--- src/sv/setl_pkg.sv ---
// Shared types and constants for the sorted event timeline.
`timescale 1ns / 1ps

package setl_pkg;

   // Request selector codes carried on req_tuser
   localparam logic [1:0] ACT_INSERT = 2'd0;
   localparam logic [1:0] ACT_SEEK   = 2'd1;
   localparam logic [1:0] ACT_READ   = 2'd2;

   // Stream and register widths
   localparam int REQ_DATA_W = 80;
   localparam int RSP_DATA_W = 88;
   localparam int OUT_CNT_W  = 7;
   localparam int CAP_W      = 7;
   localparam int IDX_W      = 6;

   // One stored event
   typedef struct packed {
      logic signed [31:0] ev_time;
      logic [1:0]         ev_kind;
      logic [7:0]         ev_arg;
      logic signed [31:0] ev_value;
   } setl_entry_type;

endpackage

--- src/sv/setl_store.sv ---
// Event store: one write port, one registered read port.
`timescale 1ns / 1ps

module setl_store #(
   parameter int DEPTH = 64,
   parameter int AW    = 6
) (
   input  logic                    clock,
   input  logic                    wr_en,
   input  logic [AW-1:0]           wr_addr,
   input  setl_pkg::setl_entry_type wr_data,
   input  logic [AW-1:0]           rd_addr,
   output setl_pkg::setl_entry_type rd_data
);

   setl_pkg::setl_entry_type mem [DEPTH];
   setl_pkg::setl_entry_type rd_data_ff;

   // Write one entry, read one entry with registered data
   always_ff @(posedge clock) begin
      if (wr_en) begin
         mem[wr_addr] <= wr_data;
      end
      rd_data_ff <= mem[rd_addr];
   end

   assign rd_data = rd_data_ff;

endmodule

--- config.mk ---
export PLATFORM = sky130hd
export DESIGN_NAME = setl_store
export DESIGN_NICKNAME = d
export VERILOG_FILES = /design/src/sv/setl_pkg.sv /design/src/sv/setl_store.sv
export SDC_FILE = /design/constraint.sdc
export NUM_CORES = 2
export LEC_CHECK = 0
export ABC_CLOCK_PERIOD_IN_PS = 14900
export BUFFER_PORTS_ARGS = -buffer_cell sky130_fd_sc_hd__buf_4
export CAP_MARGIN = 20
export CORE_MARGIN = 2
export CORE_UTILIZATION = 40
export DETAILED_ROUTE_END_ITERATION = 12
export GPL_ROUTABILITY_DRIVEN = 0
export SYNTH_ARGS = -nofsm -noshare
export SYNTH_HDL_FRONTEND = slang
export SYNTH_MEMORY_MAX_BITS = 65536
export SYNTH_SLANG_ARGS = --single-unit
--- constraint.sdc ---
create_clock -name clock -period 14.9 [get_ports clock]
set_clock_uncertainty 0.05 [all_clocks]
set_input_delay 0 -clock clock [delete_from_list [all_inputs] [get_ports clock]]
set_output_delay 0 -clock clock [all_outputs]
set_load 0.005 [all_outputs]
==> run_results.csv <==
group,metric,value,unit
status,status,"completed",
timing,relSlewSlack,0.145,
layout,layout.nets,8299,
timing,layout_min_cycle_time,5.02,ns
routing,drc_errors,0,
clocking,cts_setup_buffers,0,
floorplanning,die_area,457000,sq um
synth,synth-edff-count,4736,
synth,seq_area_frac_synth,0.795,
synth,synth_ff_type,"edfxtp_1",
power_and_ir_drop,p_leak,63.7,nW
floorplanning,die_x,676,microns
clocking,cts_buffers,462,
floorplanning,rows,246,
routing,viasPerCell,6.08,
synth,synth.most_common_cell,"edfxtp_1",
clocking,clk_pin_slew,0.06,ns
clocking,cts_root_buffer,"clkbuf_16",
synth,synth-seq-cells,4810,
power_and_ir_drop,power_frac_clock,0.419,
timing,slew_violations,0,
synth,synth_top_area_share,0.787,
power_and_ir_drop,p_seq_frac,0.535,
clocking,clock-sinks,4810,
clocking,cts_tree,"done",
global_route,grt_pass1_wl,708000,microns
global_route,track_usage,0.219,
min_path,min_path_type,"input pin to flip-flop",
timing,hold_viol_final,0,
power_and_ir_drop,pwr_density_cell,136,nW/um^2
clocking,cts-resized-gates,0,
floorplanning,io-pin-count,162,
critical_path,worst-endpoint-arrival,5.84,ns
timing,fin_setup_tns,0,ns
layout,drive_gt1_frac,0.292,
power_and_ir_drop,netSwitchingPower,5.86,mW
critical_path,cp.required,15.71,ns
clocking,h-tree-depth,5,
synth,yosys-top-cells-area,"edfxtp_1 79%, mux4_2 15%, a22oi_1 0.93%, mux2_2 0.82%, dfxtp_1 0.82%",
clocking,clockBufferDepth,4,
routing,drt_first_iter_violations,11800,
synth,synth_cell_type_count,32,
floorplanning,core,449000,sq um
flow_run,cap_violations,0,
power_and_ir_drop,power_frac_comb,0.046,
global_route,grt_pass1_vias,88300,
clocking,clkLatencyLatePin,0.99,ns
synth,synth_area,181000,sq um
placement,post-place-ws,9.83,ns
placement,portBuffers,161,
routing,antenna_left,0,
synth,synth_top_area_cell,"edfxtp_1",
timing,fmax,199,MHz
global_route,grt_overflow,0,
critical_path,worstSetupStartpointType,"input pin",
critical_path,reg2reg_setup_slack,12.16,ns
layout,n_fill_cell,36700,
synth,mappedNetlistNets,7745,
layout,utilization,0.459,
critical_path,end_kind,"flip-flop",
power_and_ir_drop,switching_share,0.208,
synth,synth-async-reset-ratio,0,
routing,firstDrtPassIters,6,
floorplanning,die_h,676,microns
routing,totalWireLength,513000,microns
timing,tightest_slew,1.28,ns
power_and_ir_drop,ir_drop,99.6,uV
routing,avgRoutedWirePerCell,35.2,microns
routing,vias,88700,
critical_path,path_class,"input pin to flip-flop",
power_and_ir_drop,intPower,22.3,mW
synth,yosys_warnings,0,
floorplanning,start_util,0.402,
synth,synth_common_cells,"4736 x edfxtp_1, 1211 x mux4_2, 224 x a22oi_1",
timing,rsz0062_at_grt,"false",
clocking,hold_buffers,108,
synth,avgSynthCellArea,23.6,sq um
timing,setup_viol,0,
timing,worst_slack,9.88,ns
timing,whs,0.0512,ns
global_route,grt_max_degree,154,
timing,period_share,0.337,
layout,area.growth.synth_to_final,14.2,%
critical_path,path_max_fanout,95,
synth,synthCells,7657,
placement,hpwlAfterDp,263000,microns
global_route,antenna_found_initial,42,
-- worst max-delay path: stages --
cell and delay (ns):
dlygate4sd3_1 0.57, buf_8 0.38, buf_4 0.50, buf_12 0.54, buf_4 0.87, buf_4 0.83
mux4_2 0.45, mux4_2 0.47, o22ai_1 0.14, a21oi_1 0.06, dlygate4sd3_1 0.59
-- power groups by stage --
stage / combinational (mW) / sequential [mW] / clock (mW)
floorplan: 0.712 / 15.3 / 0
global placement: 1.25 / 15.3 / 0
detailed placement: 1.28 / 15.3 / 0
CTS: 1.31 / 15.0 / 11.9
global route: 1.38 / 15.0 / 12.4
finish: 1.30 / 15.0 / 11.8
-- final cells by class --
type / count / area, sq um / area share
clock inverter: 233 / 2450 / 0.0119
antenna: 16 / 40.0 / 0.000194
timing repair buffer: 520 / 4430 / 0.0214
sequential: 4810 / 144000 / 0.696
tap: 5952 / 7450 / 0.0361
inverter: 1 / 11.3 / 0.0000546
multi-input combinational: 2416 / 35600 / 0.172
clock buffer: 627 / 12800 / 0.0618
-- cell families (layout without fill, tap and decap cells) --
family	count (synthesis)	after routing	share of synthesized area
AOI/OAI and AO/OA	594	594	0.0217
buffers and inverters	431	1381	0.0112
muxes	1391	1391	0.162
other	0	16	0
and+or+nand+nor	431	431	0.0103
DFF	4810	4810	0.795
-- registers in the layout, indices dropped and copies added, names as in the netlist --
| register | cells |
|---|---|
| mem | 4736 |
| rd_data | 74 |
-- per-layer routing --
layer / global-route usage / share of wire / wire length (microns) / up-vias
met3: 0.0313 / 0.088 / 45100 / 833
met1: 0.312 / 0.40 / 204000 / 48900
met4: 0.0611 / 0.030 / 15400 / 12
li1: - / - / - / 34100
met2: 0.357 / 0.48 / 248000 / 4809
met5: 0 / 0.00014 / 72 / -
-- placed cells by master (no fill, tap or decap), types with 3 or more instances in the layout --
| master | Yosys | routed |
|---|---|---|
| nand3_1 | 53 | 52 |
| clkinv_8 | 0 | 3 |
| nor2b_4 | 0 | 5 |
| a21oi_1 | 177 | 177 |
| nor2_1 | 94 | 30 |
| dlygate4sd3_1 | 0 | 103 |
| diode_2 | 0 | 16 |
| clkinv_2 | 0 | 74 |
| mux2_2 | 132 | 132 |
| nand2_1 | 183 | 182 |
| inv_16 | 0 | 3 |
| clkinv_16 | 0 | 4 |
| buf_16 | 0 | 4 |
| nand2b_1 | 5 | 4 |
| clkbuf_1 | 181 | 116 |
| nor2b_1 | 13 | 8 |
| inv_6 | 0 | 11 |
| mux2i_1 | 48 | 48 |
| nor3_1 | 68 | 66 |
| clkinv_1 | 0 | 80 |
| o32ai_1 | 9 | 9 |
| o22ai_1 | 99 | 99 |
| edfxtp_1 | 4736 | 4736 |
| clkinvlp_4 | 0 | 10 |
| nor2_4 | 0 | 64 |
| buf_4 | 38 | 396 |
| bufinv_16 | 0 | 45 |
| clkbuf_16 | 0 | 470 |
| dfxtp_1 | 74 | 74 |
| a222oi_1 | 33 | 33 |
| a31o_2 | 9 | 9 |
| buf_12 | 0 | 13 |
| mux4_2 | 1211 | 1211 |
| a31oi_1 | 33 | 33 |
| nand3b_1 | 4 | 4 |
| a22oi_1 | 224 | 224 |
| clkbuf_8 | 0 | 41 |
| o21ai_0 | 10 | 10 |
-- stage by stage --
step | total power, mW | std cells | cell area (sq um)
global route | 28.9 | 14600 | 206000
floorplan | 16.0 | 7657 | 181000
CTS | 28.3 | 14600 | 206000
finish | 28.1 | 14600 | 206000
detailed placement | 16.6 | 13600 | 190000
global placement | 16.6 | 13600 | 190000
-- final timing paths --
kind                             startpoint     endpoint  cells past startpoint
worst min-delay path            wr_data[36]  mem[24][36]                      2
worst max-delay path             rd_addr[2]  rd_data[66]                     11
worst max register to register   mem[5][15]  rd_data[15]                      7
worst min register to register  mem[12][33]  rd_data[33]                      5
Note: power is estimated with default switching activity, not from simulation.
